**config.mk**
```make
export PLATFORM = sky130hd
export DESIGN_NAME = two_lane_parking_space_counter_unit
export DESIGN_NICKNAME = d
export VERILOG_FILES = /design/src/tlpsc_pkg.sv /design/src/two_lane_parking_space_counter_unit.sv /design/src/tlpsc_front.sv /design/src/tlpsc_queue.sv /design/src/tlpsc_back.sv
export SDC_FILE = /design/constraint.sdc
export NUM_CORES = 1
export LEC_CHECK = 0
export BUFFER_PORTS_ARGS = -buffer_cell sky130_fd_sc_hd__buf_2
export CELL_PAD_IN_SITES_DETAIL_PLACEMENT = 1
export CELL_PAD_IN_SITES_GLOBAL_PLACEMENT = 2
export CORE_MARGIN = 2
export CORE_UTILIZATION = 30
export DETAILED_ROUTE_END_ITERATION = 8
export HOLD_SLACK_MARGIN = 0.02
export PLACE_DENSITY_LB_ADDON = 0.3
export SYNTH_ARGS = -nofsm -noshare
export SYNTH_HDL_FRONTEND = slang
export SYNTH_SLANG_ARGS = --single-unit
```
**constraint.sdc**
```tcl
create_clock -name clk -period 10.3 [get_ports clk]
set_input_delay 2.06 -clock clk [delete_from_list [all_inputs] [get_ports clk]]
set_output_delay 2.06 -clock clk [all_outputs]
set_load 0.05 [all_outputs]
```
**src/tlpsc_pkg.sv**
```systemverilog
// Shared types and constants of the two-lane parking space counter.
package tlpsc_pkg;

  localparam int unsigned SensW      = 2;
  localparam int unsigned CountW     = 16;
  localparam int unsigned ShownW     = 8;
  localparam int unsigned CfgW       = 8;
  localparam int unsigned NumOps     = 4;
  localparam int unsigned OpIdxW     = 2;
  localparam int unsigned QueueDepth = 2;

  localparam logic [CfgW-1:0] TotalSpacesReset      = 8'd10;
  localparam logic [CfgW-1:0] InitialAvailableReset = 8'd10;

  localparam logic signed [CountW-1:0] MinCount = 16'sh8000;

  // Sensor patterns of one lane.
  localparam logic [SensW-1:0] PatClear  = 2'd0;
  localparam logic [SensW-1:0] PatFirst  = 2'd1;
  localparam logic [SensW-1:0] PatSecond = 2'd2;

  // Pending flag positions.
  localparam int unsigned PendIn  = 0;
  localparam int unsigned PendOut = 1;

  // Adjustment slots in the order their results leave the block.
  localparam int unsigned OpEntry = 0;
  localparam int unsigned OpExit  = 1;
  localparam int unsigned OpTake  = 2;
  localparam int unsigned OpFree  = 3;

  typedef enum logic {
    CFG_TOTAL_SPACES      = 1'b0,
    CFG_INITIAL_AVAILABLE = 1'b1
  } cfg_index_t;

  typedef struct packed {
    logic [SensW-1:0] entry_lane_sensors;
    logic [SensW-1:0] exit_lane_sensors;
    logic             button_take_space;
    logic             button_free_space;
  } in_item_t;

  typedef struct packed {
    logic signed [CountW-1:0] raw_count;
    logic [ShownW-1:0]        shown_count;
    logic                     last_of_run;
  } out_item_t;

  // One classified sample: which adjustments to make and their direction.
  typedef struct packed {
    logic [NumOps-1:0] ops;
    logic [NumOps-1:0] up;
  } cmd_t;

endpackage

```
**src/two_lane_parking_space_counter_unit.sv**
```systemverilog
// Top level of the two-lane parking space counter.
//
// The input channel takes one sample per transfer: the sensor pair of the entry
// lane, the sensor pair of the exit lane and the two adjust buttons. Each sample
// causes zero to four count adjustments, and each adjustment leaves as one
// transfer on the output channel carrying the raw count, the shown count and a
// flag on the last adjustment of the sample.
// A sample is taken whenever the command queue has room, so a new sample may
// follow in the next cycle. Its results pass through the command queue and then
// the output register; a sample with n adjustments gives n results from the count
// sequencer, one result per cycle while the receiver keeps taking them.
// Samples without adjustments only update the lane state and produce nothing.
// When the receiver stalls, the output register holds its result, the sequencer
// and then the queue fill, and the input stops taking samples.
// Reset clears the lane state and the queue and loads both counts with the
// reset value of initial_available; total_spaces returns to its reset value.
// Writes to total_spaces take effect on the next adjustment.
module two_lane_parking_space_counter_unit
  import tlpsc_pkg::*;
#(
  parameter int unsigned QueueDepthP = QueueDepth
) (
  input  logic            clk,
  input  logic            rst,
  input  logic            in_valid,
  output logic            in_ready,
  input  in_item_t        in_item,
  output logic            out_valid,
  input  logic            out_ready,
  output out_item_t       out_item,
  input  logic            cfg_we,
  input  cfg_index_t      cfg_index,
  input  logic [CfgW-1:0] cfg_data
);

  logic [CfgW-1:0] total_spaces;
  logic            push;
  cmd_t            push_cmd;
  logic            queue_full;
  logic            pop;
  logic            head_valid;
  cmd_t            head_cmd;

  // The initial available count only matters at reset, where it holds its reset value.
  always_ff @(posedge clk) begin
    if (rst) begin
      total_spaces <= TotalSpacesReset;
    end else if (cfg_we) begin
      unique case (cfg_index)
        CFG_TOTAL_SPACES:      total_spaces <= cfg_data;
        CFG_INITIAL_AVAILABLE: ;
        default:               ;
      endcase
    end
  end

  tlpsc_front u_front (
    .clk        (clk),
    .rst        (rst),
    .in_valid   (in_valid),
    .in_ready   (in_ready),
    .in_item    (in_item),
    .push       (push),
    .push_cmd   (push_cmd),
    .queue_full (queue_full)
  );

  tlpsc_queue #(
    .Depth (QueueDepthP)
  ) u_queue (
    .clk        (clk),
    .rst        (rst),
    .push       (push),
    .push_cmd   (push_cmd),
    .full       (queue_full),
    .pop        (pop),
    .head_valid (head_valid),
    .head_cmd   (head_cmd)
  );

  tlpsc_back u_back (
    .clk          (clk),
    .rst          (rst),
    .head_valid   (head_valid),
    .head_cmd     (head_cmd),
    .pop          (pop),
    .total_spaces (total_spaces),
    .out_valid    (out_valid),
    .out_ready    (out_ready),
    .out_item     (out_item)
  );

  // A negative count is always shown as zero.
  assert property (@(posedge clk) disable iff (rst)
    out_valid && out_item.raw_count[CountW-1] |-> out_item.shown_count == '0)
    else $error("negative count shown as nonzero");

  // A result that is not the last of its sample leaves its command at the queue head.
  assert property (@(posedge clk) disable iff (rst)
    out_valid && !out_item.last_of_run |-> head_valid)
    else $error("partial command missing from queue head");

  // The queue is only popped when it holds a command.
  assert property (@(posedge clk) disable iff (rst)
    pop |-> head_valid)
    else $error("pop from empty command queue");

endmodule

```
**src/tlpsc_front.sv**
```systemverilog
// Front end: tracks both lanes and turns each sample into an adjustment command.
module tlpsc_front
  import tlpsc_pkg::*;
(
  input  logic     clk,
  input  logic     rst,
  input  logic     in_valid,
  output logic     in_ready,
  input  in_item_t in_item,
  output logic     push,
  output cmd_t     push_cmd,
  input  logic     queue_full
);

  logic [SensW-1:0] lane_prev [2];
  logic             lane_dir  [2];
  logic [1:0]       lane_pend [2];

  logic [SensW-1:0] sens      [2];
  logic             dir_next  [2];
  logic [1:0]       pend_next [2];
  logic             fire_in   [2];
  logic             fire_out  [2];
  logic             accept;

  assign in_ready = !queue_full;
  assign accept   = in_valid && in_ready;
  assign sens[0]  = in_item.entry_lane_sensors;
  assign sens[1]  = in_item.exit_lane_sensors;

  always_comb begin
    logic [1:0] armed;
    logic       chg;
    for (int i = 0; i < 2; i++) begin
      chg         = sens[i] != lane_prev[i];
      dir_next[i] = lane_dir[i];
      armed       = lane_pend[i];
      if (chg && sens[i] == PatFirst) begin
        dir_next[i] = 1'b1;
      end
      if (chg && sens[i] == PatSecond) begin
        dir_next[i] = 1'b0;
      end
      if (chg && sens[i] == PatClear) begin
        if (lane_dir[i]) begin
          armed[PendOut] = 1'b1;
        end else begin
          armed[PendIn] = 1'b1;
        end
      end
      fire_in[i]            = armed[PendIn] && sens[i] == PatFirst;
      fire_out[i]           = armed[PendOut] && sens[i] == PatSecond;
      pend_next[i]          = armed;
      pend_next[i][PendIn]  = armed[PendIn] && !fire_in[i];
      pend_next[i][PendOut] = armed[PendOut] && !fire_out[i];
    end
  end

  always_comb begin
    push_cmd               = '0;
    push_cmd.ops[OpEntry]  = fire_in[0] || fire_out[0];
    push_cmd.up[OpEntry]   = fire_out[0];
    push_cmd.ops[OpExit]   = fire_in[1] || fire_out[1];
    push_cmd.up[OpExit]    = fire_in[1];
    push_cmd.ops[OpTake]   = in_item.button_take_space;
    push_cmd.up[OpTake]    = 1'b0;
    push_cmd.ops[OpFree]   = in_item.button_free_space;
    push_cmd.up[OpFree]    = 1'b1;
  end

  // Samples that cause no adjustment update the lanes and are not queued.
  assign push = accept && (push_cmd.ops != '0);

  always_ff @(posedge clk) begin
    if (rst) begin
      for (int i = 0; i < 2; i++) begin
        lane_prev[i] <= PatClear;
        lane_dir[i]  <= 1'b0;
        lane_pend[i] <= '0;
      end
    end else if (accept) begin
      for (int i = 0; i < 2; i++) begin
        lane_prev[i] <= sens[i];
        lane_dir[i]  <= dir_next[i];
        lane_pend[i] <= pend_next[i];
      end
    end
  end

endmodule

```
**src/tlpsc_queue.sv**
```systemverilog
// Command queue between the front end and the count sequencer.
module tlpsc_queue
  import tlpsc_pkg::*;
#(
  parameter int unsigned Depth = QueueDepth
) (
  input  logic clk,
  input  logic rst,
  input  logic push,
  input  cmd_t push_cmd,
  output logic full,
  input  logic pop,
  output logic head_valid,
  output cmd_t head_cmd
);

  localparam int unsigned PtrW = (Depth > 1) ? $clog2(Depth) : 1;
  localparam int unsigned CntW = $clog2(Depth + 1);

  cmd_t            mem [Depth];
  logic [PtrW-1:0] wr_ptr;
  logic [PtrW-1:0] rd_ptr;
  logic [CntW-1:0] fill;

  assign full       = fill == CntW'(Depth);
  assign head_valid = fill != '0;
  assign head_cmd   = mem[rd_ptr];

  always_ff @(posedge clk) begin
    if (push) begin
      mem[wr_ptr] <= push_cmd;
    end
  end

  always_ff @(posedge clk) begin
    if (rst) begin
      wr_ptr <= '0;
      rd_ptr <= '0;
      fill   <= '0;
    end else begin
      if (push) begin
        wr_ptr <= (wr_ptr == PtrW'(Depth - 1)) ? '0 : wr_ptr + 1'b1;
      end
      if (pop) begin
        rd_ptr <= (rd_ptr == PtrW'(Depth - 1)) ? '0 : rd_ptr + 1'b1;
      end
      if (push && !pop) begin
        fill <= fill + 1'b1;
      end else if (pop && !push) begin
        fill <= fill - 1'b1;
      end
    end
  end

endmodule

```
**src/tlpsc_back.sv**
```systemverilog
// Back end: applies queued adjustments one per cycle while the output is not stalled, and holds the result register.
module tlpsc_back
  import tlpsc_pkg::*;
(
  input  logic            clk,
  input  logic            rst,
  input  logic            head_valid,
  input  cmd_t            head_cmd,
  output logic            pop,
  input  logic [CfgW-1:0] total_spaces,
  output logic            out_valid,
  input  logic            out_ready,
  output out_item_t       out_item
);

  logic [NumOps-1:0]        done;
  logic [NumOps-1:0]        remaining;
  logic [NumOps-1:0]        sel_mask;
  logic [NumOps-1:0]        rest;
  logic [OpIdxW-1:0]        sel;
  logic                     step;
  logic signed [CountW-1:0] available_raw;
  logic [ShownW-1:0]        available_shown;
  logic signed [CountW-1:0] raw_next;
  logic [ShownW-1:0]        shown_next;
  logic signed [CountW:0]   stepped;
  logic signed [CountW:0]   limit;

  assign remaining = head_cmd.ops & ~done;

  always_comb begin
    sel = '0;
    for (int i = NumOps - 1; i >= 0; i--) begin
      if (remaining[i]) begin
        sel = OpIdxW'(i);
      end
    end
  end

  assign sel_mask = NumOps'(1) << sel;
  assign rest     = remaining & ~sel_mask;
  assign step     = head_valid && (remaining != '0) && (!out_valid || out_ready);
  assign pop      = step && (rest == '0);

  always_comb begin
    limit = {{(CountW + 1 - CfgW){1'b0}}, total_spaces};
    if (head_cmd.up[sel]) begin
      stepped = {available_raw[CountW-1], available_raw} + 1'b1;
    end else if (available_raw != MinCount) begin
      stepped = {available_raw[CountW-1], available_raw} - 1'b1;
    end else begin
      stepped = {available_raw[CountW-1], available_raw};
    end
    shown_next = available_shown;
    raw_next   = stepped[CountW-1:0];
    if (stepped <= limit) begin
      shown_next = stepped[ShownW-1:0];
    end
    if (stepped < 0) begin
      shown_next = '0;
    end
    if (stepped > limit) begin
      raw_next = limit[CountW-1:0];
    end
  end

  always_ff @(posedge clk) begin
    if (rst) begin
      done            <= '0;
      out_valid       <= 1'b0;
      available_raw   <= CountW'(InitialAvailableReset);
      available_shown <= InitialAvailableReset;
    end else begin
      if (step) begin
        done            <= (rest == '0) ? '0 : (done | sel_mask);
        out_valid       <= 1'b1;
        available_raw   <= raw_next;
        available_shown <= shown_next;
      end else if (out_ready) begin
        out_valid <= 1'b0;
      end
    end
  end

  always_ff @(posedge clk) begin
    if (step) begin
      out_item.raw_count   <= raw_next;
      out_item.shown_count <= shown_next;
      out_item.last_of_run <= rest == '0;
    end
  end

endmodule
```
-- After elaboration in Yosys (flattened, before gate mapping)
Memory sizes are Yosys's and may differ from the RTL's. A register that Yosys moved wholly into a read port is not among the register bits.
Cells that the tools add are included.
- reductions and logical operators: 41
- add/subtract/negate cells: 6
- shifts and indexed selects: 1
- equal/unequal tests: 8
- $lt $le $gt $ge: 4
- muxes and demuxes: 43
- bitwise logic cells: 12
- operators with widths (cell ; count):
    two-way mux 17 bit ; 2
    two-way mux 1 bit ; 24
    two-way mux 2 bit ; 12
    logical AND 1 bit ; 21
    adder 16 x 2 -> 17 bit (second input constant) ; 1
    greater-than comparator 17 x 9 -> 1 bit ; 1
    <= comparator 17 x 9 -> 1 bit ; 1
    less-than comparator 17 x 1 -> 1 bit (second input constant) ; 1
    subtractor 16 x 2 -> 17 bit (second input constant) ; 1
    two-way mux 16 bit ; 1
    two-way mux 8 bit ; 2
    != test 16 bit (second input constant) ; 1
    AND 4 bit ; 2
    zero test 1 bit ; 8
    NOT 4 bit ; 2
    nonzero test 4 bit ; 2
    == test 2 bit (second input constant) ; 3
    bitwise OR 1 bit ; 6
    nonzero test 2 bit ; 3
    == test 2 x 1 -> 1 bit (second input constant) ; 2
    zero test 2 bit ; 2
    zero test 4 bit ; 1
    two-way mux 4 bit ; 1
    != test 2 bit ; 2
    10 further kinds ; 13
- memories kept: 4
- word-level logic and storage cells: 130
- output and inout port bits: 27
- input port bits: 20
- bits in writable memories: 22
- register bits: 66
- memories (name ; depth ; width ; read ports ; clocked after memory_dff ; wr ports ; RTL line ; text):
    u_queue.mem ; 2 ; 6 ; 1 ; 1 ; 1 ; tlpsc_queue.sv:20 ; cmd_t mem [Depth];
    u_front.lane_pend ; 2 ; 2 ; 2 ; 0 ; 2 ; tlpsc_front.sv:17 ; logic [1:0] lane_pend [2];
    u_front.lane_prev ; 2 ; 2 ; 2 ; 0 ; 2 ; tlpsc_front.sv:15 ; logic [SensW-1:0] lane_prev [2];
    u_front.lane_dir ; 2 ; 1 ; 2 ; 0 ; 2 ; tlpsc_front.sv:16 ; logic lane_dir [2];

-- Logic depth before layout (Yosys ltp)
Gate-level depths: netlist of the first run.
- word-level depth: 14
- mapped depth: 21
- gate-level depth less buffers: 18

-- Cells and area by module
From an unflattened synthesis of the first run, not the netlist that was laid out.
- cell total of the unflattened synthesis: 504
- area, all modules: 5109.9 um^2
- by module, submodules not included (module ; times used ; cells each ; sequential area each (um^2) ; area each (um^2)):
    tlpsc_back ; 1 ; 356 ; 1331.3 ; 3308.2
    tlpsc_queue ; 1 ; 47 ; 580.6 ; 785.8
    tlpsc_front ; 1 ; 66 ; 300.3 ; 668.1
    two_lane_parking_space_counter_unit ; 1 ; 35 ; 160.2 ; 347.8

-- Worst setup path after synthesis of the first run
No wires, ideal clock.
- path kind: reg2reg
- from: register u_back.available_raw[4]
- to: register u_back.available_shown[1]
- setup time: 0.122 ns
- data required time: 10.178 ns
- slack: 6.289 ns
- buffers on the path: 2
- period minus slack after synthesis: 4.011 ns
- stages on the path, launching flop included: 18
- data arrival time: 3.889 ns
- cell sequence: dfxtp_1 > buf_2 > or4_4 > nor3_1 > nand2_1 > and3_1 > nor3_1 > ha_1 > nor2b_1 > o21a_1 > o21a_1 > o21ai_0 > a21oi_1 > a31oi_1 > and4_1 > buf_4 > o21ai_4 > a221o_1
- word-level cells in the longest chain between the ends: 6
- elaborated cells between the ends (all ways): 9
- those cells by class: add/sub: 2; order compare: 2; eq/ne: 1; mux: 4
- ends and longest elaborated chain (item ; RTL line ; text):
    start: declaration ; tlpsc_back.sv:22 ; logic signed [CountW-1:0] available_raw;
    start signal: assignment ; tlpsc_back.sv:71 ; available_raw <= CountW'(InitialAvailableReset);
    start signal: assignment ; tlpsc_back.sv:77 ; available_raw <= raw_next;
    subtractor 16 x 2 -> 17 bit / != test 16 bit (equally long branches) ; tlpsc_back.sv:50, tlpsc_back.sv:49 ;
    two-way mux 17 bit ; tlpsc_back.sv:49 ; end else if (available_raw != MinCount) begin
    two-way mux 17 bit (*) ; tlpsc_back.sv:47 ; if (head_cmd.up[sel]) begin
    <= comparator 17 x 9 -> 1 bit ; tlpsc_back.sv:56 ; if (stepped <= limit) begin
    two-way mux 8 bit ; tlpsc_back.sv:56 ;
    two-way mux 8 bit (*) ; tlpsc_back.sv:59 ; if (stepped < 0) begin
    end signal: assignment ; tlpsc_back.sv:72 ; available_shown <= InitialAvailableReset;
    end signal: assignment ; tlpsc_back.sv:78 ; available_shown <= shown_next;
    end: declaration ; tlpsc_back.sv:23 ; logic [ShownW-1:0] available_shown;
Mark *: on every way between the ends. The rest lies on a longest branch, timed or not.
A chain may end at the register's enable or synchronous reset.

==> flow_results.org, run 1 <==
** Finish
- Final std cell area, no fill :: 5454 µm²
- Fraction of final layout cells with drive strength greater than 1 :: 14.11%
- After filler insertion, the fill cell instance count of the layout stands at 1862.
- From synthesis to final layout, the design area changed by 13.34%.
- Multi-input gate area :: 2326 µm²
- Number of antenna diodes :: 0
- Excluding fillers, the count of instances in the completed layout stands at 776.
- Post-layout net count :: 587
- Summing all flip-flop and latch instances after layout gives 2252 µm².
- Cells fill 34.58% of the core in the end.

** Worst setup path
- Worst path top cell family by delay :: simple AND/OR/NAND/NOR gates
- The critical path goes through mux2i_1 -> nor2_2 -> o21ai_2 -> nand2_1 -> and3_1 -> nor3_1 -> ha_1 -> nor2b_1 -> o21a_1 -> o21a_1 -> o21ai_0 -> a21oi_1 -> a31oi_1 -> nand4_1 -> nor2_1 -> a221o_1.
- The worst setup path is of the reg2reg kind.
- STA classifies the critical path startpoint as a flip-flop.
- In this run the register-to-register setup slack is 4.46 ns.
- For the worst setup path, the data required time is 10.59 ns.
- The number of buffers and inverters on the critical path is 0.
- Max Fanout on Critical Path :: 21
- The slowest stage of the critical path is the nand4_1 cell.
- Category of the worst setup path capture point :: flip-flop
- Crit-path max cell delay :: 0.78 ns
- Worst EP arrival :: 6.14 ns
- The worst register-to-register path ends at u_back.available_shown[1].
- The most numerous cell type found on the critical path is o21a_1.
- For the worst flop-to-flop path, the logic depth is 16.

** Pwr
- Design internal power :: 0.0009455 W
- Clk network pwr share :: 16.7%
- For this design the ratio of total power to cell area is 340.6 nW/µm².
- Sw Share :: 49.10%
- Part of the power in combinational logic :: 51.2%
- Per report_power, the sequential group accounts for 32.1% of the total.
- Sw Pwr :: 0.0009121 W
- Worst-case vdd ir drop :: 0.1398 mV
- In this run the static leakage power is 1.995 nW.

** Synthesis
- Library cells used by synthesis :: 72
- The cell area that synthesis handed to floorplanning was 4812 µm².
- A synthesized cell averages 9.149 µm².
- List of most frequent post-synthesis cells :: 64 x nand2_1, 59 x nor2_1, 47 x edfxtp_1
- After synthesis, the largest area contributor takes up 29.33% of total cell area.
- Part of the Yosys area used for sequential elements :: 46.80%
- Post-Synthesis Cells :: 526
- Dominant register cell in the synthesized netlist :: edfxtp_1
- The synthesized design contains 89 register bits.
- Dominant cell type by area after synthesis :: edfxtp_1
- Synth top area cells :: edfxtp_1 29%, dfxtp_1 17%, nand2_1 5.0%
- Most frequent cell after synthesis :: nand2_1
- In the synthesized netlist the async set-or-reset flop fraction comes to 0%.
- Yosys printed 0 warnings.
- The number of nets handed over by synthesis was 558.
- The synthesized design contains 47 enable-type register cells.

** CTS
- Clock edge transition at the registers on the reported setup and hold paths :: 0.07 ns
- Bufs on Longest Clock Path :: 2
- Buffers added to address setup during post-CTS repair amount to 0.
- Clock tree synthesis selected as its root buffer the cell clkbuf_16.
- Count of clock tree sinks :: 89
- H-tree lvl count :: 3
- At the later pin of the worst-skew pair, clock insertion delay measures 0.35 ns.
- In this run, post-CTS repair resized a total of 0 instances.
- Number of buffers inserted during clock tree synthesis :: 9
- TritonCTS built the clock tree.
- Buffers inserted to repair hold after CTS numbered 0.

** Floorplan
- Site row count :: 46
- The core region is 15770 µm².
- Floorplan die area :: 17070 µm²
- Vertical die dimension :: 130.7 µm
- Chip width :: 130.7 µm
- For this configuration, the core starts out at a cell density of 30.51%.
- Boundary Pins :: 47

** Global routing
- Entering global routing, the biggest net connects 47 pins.
- Vias in the first global route :: 3971
- The initial antenna violation count came to 0.
- Global routing consumed, over all layers together, 16.57% of the routing resources.
- The total overflow left after global routing is 0.
- Wire length of the first global-routing pass :: 21430 µm

** Hold path
- The worst hold path belongs to the class reg2reg.
- The worst hold path begins at u_back.available_shown[7].
- Hold Path Sink :: u_back.available_shown[7]
- The worst hold path passes through 2 cells.

** Routing
- Routed via count :: 4057
- Before antenna repair, the detailed router went through 4 iterations.
- DR DRC count :: 0
- In the final routed layout, each cell accounts on average for 17.54 µm.
- Once detail routing completed, the nets flagged for antenna violations numbered 0.
- DR iter-0 viols :: 155
- Dividing the detail-routed via count by the number of cells gives 5.228.
- Total routed wirelength :: 13610 µm

** Placement
- Post-detail-place hpwl :: 9901 µm
- Standard cell area after detailed placement :: 5180 µm²
- Number of instances in the placed design :: 760
- Routability congestion estimate from global placement :: 0.8927
- During placement, the flow inserted port buffers numbering 46.

** Job
- Max-cap viol count :: 0

** STA
- The tightest hold path in the finished design has a slack of 0.4743 ns.
- Setup repair after global routing left no endpoint under its margin.
- The final count of pins violating max slew is 0.
- Final worst-path cycle share :: 56.72%
- Tmin final :: 5.843 ns
- At the pin with the least slew margin, the transition time is 0.9586 ns.
- Total Neg Setup Slack :: 0 ns
- Endpoints failing setup :: 0
- Peak Freq :: 0.1712 GHz
- Measured against its own limit, the worst slew margin works out to 35.90%.
- Number of hold violations in the final report :: 0
- Setup Skew :: 0.009986 ns

** Outcome
- The run finished with clean final reports.
## sequential cells by signal, summed over array words and instances, names as in the netlist, named ones only
signal	flops
u_front.lane_prev	4
u_queue.wr_ptr	1
u_queue.fill	2
u_back.out_item	25
total_spaces	8
u_queue.rd_ptr	1
u_back.available_raw	16
u_front.lane_dir	2
u_back.out_valid	1
u_queue.mem	12
u_front.lane_pend	4
u_back.done	4
u_back.available_shown	8
## worst max path at each step
stage / startpoint / cells past startpoint / slack, ns / endpoint
final: flip-flop / 16 / 4.46 / u_back.available_shown[1]
after global placement: flip-flop / 16 / 4.87 / u_back.available_shown[3]
after detailed placement: flip-flop / 16 / 4.55 / u_back.available_shown[1]
after global routing: flip-flop / 16 / 3.94 / u_back.available_shown[1]
after CTS: flip-flop / 16 / 4.49 / u_back.available_shown[1]
after floorplan: u_back.available_raw[4] / 17 / 6.29 / u_back.available_shown[1]
## through the flow
step / setup WS [ns] / power (W)
floorplan: 6.289 / 0.001343
global placement: 4.874 / 0.001537
detailed placement: 4.548 / 0.001560
CTS: 4.488 / 0.001881
global route: 3.936 / 0.001988
finish: 4.457 / 0.001858
## cells in the final DEF (no fill, tap or decap), types with 7 or more instances in the layout
cell type,count
ha_1,12
buf_2,46
xnor2_1,7
nand3_1,11
dfxtp_1,42
and3_1,7
a31oi_1,8
nand2_1,64
clkbuf_16,9
o21ai_0,22
and2_1,9
a21oi_1,39
nor2_1,59
or3_1,8
nor3_1,26
nand4_1,7
edfxtp_1,47
inv_1,20
## cell type report
cell class	count	area share [%]
clock inverter	5	0.5735
clock buffer	11	4.451
timing repair buffer	49	4.634
multi-input combinational	385	42.65
tap	216	4.955
sequential	89	41.29
inverter	21	1.445
## routing by layer
layer	global-route usage [%]	wire, µm	vias up
li1	-	-	1975
met1	22.13	6501	1995
met2	26.62	6354	69
met3	3.013	510	18
met4	6.758	245	0
met5	0	0	-
## worst register-to-register path, delay by kind of cell (launching register included)
family                   cells  cell delay, ns
adder cells (fa/ha/maj)      1            0.37
multiplexers                 1            0.45
AND/OR/NAND/NOR              7            2.90
flip-flops                   1            0.57
AO/OA/AOI/OAI                7            1.48
## power groups by stage
| stage | sequential, W | clock, W | combinational, W |
|---|---|---|---|
| final | 0.000596 | 0.000311 | 0.000951 |
| after global routing | 0.000609 | 0.000332 | 0.00105 |
| after CTS | 0.000596 | 0.000320 | 0.000965 |
| after detailed placement | 0.000602 | 0 | 0.000958 |
| after global placement | 0.000600 | 0 | 0.000937 |
| after floorplan | 0.000738 | 0 | 0.000605 |
## logic make-up after synthesis
logic type | after synthesis | synth area share [%]
AO/OA/AOI/OAI | 130 | 18.62
buffers and inverters | 52 | 4.940
adder cells (fa/ha/maj) | 13 | 3.328
XOR/XNOR | 11 | 2.002
flip-flops | 89 | 46.80
multiplexers | 5 | 1.144
AND/OR/NAND/NOR | 226 | 23.17
(Power assumes the default switching activity.)
==> inputs of run 2 (changes only) <==
==> constraint.sdc (replaced) <==
create_clock -name clk -period 5.1 [get_ports clk]
set_input_delay 1.02 -clock clk [delete_from_list [all_inputs] [get_ports clk]]
set_output_delay 1.02 -clock clk [all_outputs]
set_load 0.05 [all_outputs]
==> flow_results.org, run 2 (synthesis gave the netlist of run 1 again) <==
** Finish
- Number of antenna diodes :: 0
- Final std cell area, no fill :: 5587 µm²
- The area growth from synthesis to layout is 16.09%.
- Fraction of final layout cells with drive strength greater than 1 :: 16.78%
- Max FFs per register :: 25
- The largest registers in the layout are u_back.out_item: 25 flops, u_back.available_raw: 16 flops, u_queue.mem: 12 flops.
- The library cell used most frequently in the layout, excluding fill and tap cells, is nand2_1.
- u_back.out_item holds more flip-flops than any other register.
- Post-layout net count :: 605
- The top cell types in the final layout, fill and taps aside, are 64 x nand2_1, 58 x nor2_1, 47 x edfxtp_1.

** Placement
- Once placement finished, the instance area stood at 5315 µm².
- The wire-length estimate of the detail-placed layout is 10200 µm.
- At the end of routability-driven placement, the weighted congestion stood at 0.8271.
- Setup slack after placement :: 0.2040 ns
- PortBufs :: 46

** Worst setup path
- The critical path in this run is classified as reg2reg.
- Category of the worst setup path capture point :: flip-flop
- The worst setup path is launched from a flip-flop.
- Worst EP arrival :: 4.82 ns
- At the worst endpoint, the required time is 5.33 ns.
- Max Fanout on Critical Path :: 11

** Global routing
- Entering global routing, the biggest net connects 47 pins.
- Wire length of the first global-routing pass :: 22380 µm
- Vias in the first global route :: 4098
- The total overflow left after global routing is 0.
- Number of antenna violations at the first check in global routing :: 0
- Global routing used 17.14% of the available tracks across all layers.

** Routing
- For this block, the via count after detailed routing is 4078.
- Total routed wirelength :: 13660 µm
- Once detail routing completed, the nets flagged for antenna violations numbered 0.
- For this run, the detailed router's first-pass iteration total came to 4.
- The first routing iteration left 185 violations.
- Detail-routed via count per cell :: 5.136
- DR DRC count :: 0
- In the final routed layout, each cell accounts on average for 17.21 µm.

** Floorplan
- The floorplan has 46 rows.
- The region available for standard cell placement spans 15770 µm².
- Vertical die dimension :: 130.7 µm
- Measured along the x axis, the die boundary spans 130.7 µm.
- Once the floorplan was initialized, standard cells occupied 30.51% of the core.
- The die covers 17070 µm².
- In this run the count of I/O pins placed on the die edge is 47.

** CTS
- Clock edge transition at the registers on the reported setup and hold paths :: 0.06 ns
- Number of buffers inserted during clock tree synthesis :: 9
- The clock net in this run drives a total of 89 sinks.
- Bufs on Longest Clock Path :: 2
- H-tree lvl count :: 3
- TritonCTS built the clock tree.
- Buffers inserted during post-CTS setup optimization :: 0
- Clock latency on the worst-skew pair, taken at its later pin, is 0.35 ns.
- The tree is rooted in a clkbuf_16.

** Pwr
- Cell Pwr Density :: 699.4 nW/µm²
- The analysis attributes to cell leakage a power of 2.082 nW.
- The worst-case IR drop observed on VDD is 0.2394 mV.
- The design draws 0.003907 W.

** STA
- For the pin with the worst max-slew slack, the measured transition is 0.9257 ns.
- Number of hold violations in the final report :: 0
- Final worst-path cycle share :: 89.93%
- Total Neg Setup Slack :: 0 ns
- Peak Freq :: 0.2180 GHz
- Rel. slew slack :: 38.28%
- Setup Skew :: 0.007165 ns
- Setup repair after global routing left no endpoint under its margin.
- Smallest setup slack after layout :: 0.5134 ns
- Tmin final :: 4.587 ns
- Setup violations remaining at the end of the flow were counted as 0.
- The final count of pins violating max slew is 0.

** Outcome
- The flow ran to the end, and the final reports show no timing, DRC or antenna violations.

** Job
- Max-cap viol count :: 0

** Hold path
- The worst hold path belongs to the class reg2reg.
-- run 2: changes by cell type in the layout (fill, tap and decap cells not counted), sizes merged --
| cell | before | now |
|---|---|---|
| buf | 49 | 67 |
| clkbuf | 11 | 10 |
| clkinv | 3 | 4 |
-- run 2: worst paths after layout --
path,from,end,slack (ns),depth (start not counted)
worst max-delay path,u_back.available_raw[9],u_back.available_shown[1],0.51,16
worst min-delay path,total_spaces[5],total_spaces[5],0.48,2
worst max register to register,u_back.available_raw[9],u_back.available_shown[1],0.51,16
worst min register to register,total_spaces[5],total_spaces[5],0.48,2
-- run 2: timing repair --
action | in CTS | in global routing
endpoints found under the setup margin | 0 | 33
resized for setup | 0 | 2
hold buffers | 0 | 0
-- run 2: layout make-up --
class                   count  area [µm²]
clock buffers              10       229.0
clock inverters             6       35.03
fillers                  1874       10180
inverters                  21       78.83
multi-input cells         385        2333
flip-flops and latches     89        2252
well taps                 216       270.3
repair buffers             67       387.9
-- run 2: stage by stage --
stage	util [%]	cells	hold WS [ns]
final	35.43	794	0.4782
after global routing	35.43	794	0.5100
after CTS	35.38	794	0.4870
after detailed placement	33.70	778	0.4735
after global placement	33.70	778	0.4528
after floorplan	-	526	0.4362
-- run 2: where the power goes --
part           internal [W]  switching [W]  total (W)
clock network      0.000326       0.000281   0.000607
logic              0.000652        0.00147    0.00213
registers           0.00104       0.000131    0.00117
-- run 2: metal layers --
layer  vias up  track usage, %  routed length (µm)
met4         0           6.070                 240
met2        63           26.78                6392
met1      1987           24.09                6635
met3        13           2.809                 392
li1       2015               -                   -
met5         -               0                   0
-- run 2: worst max-delay path, cell delays in order (launching register included) --
cell and delay (ns):
dfxtp_1 0.41, nor4_1 0.39, nand2b_1 0.21, nor3_1 0.40, nand2_1 0.28, and3_1 0.26
nor3_1 0.24, ha_1 0.29, nor2b_1 0.14, o21a_1 0.16, o21a_1 0.15, o21ai_0 0.16
a21oi_1 0.10, a31oi_1 0.19, and4_1 0.52, o21ai_4 0.17, a221o_1 0.40
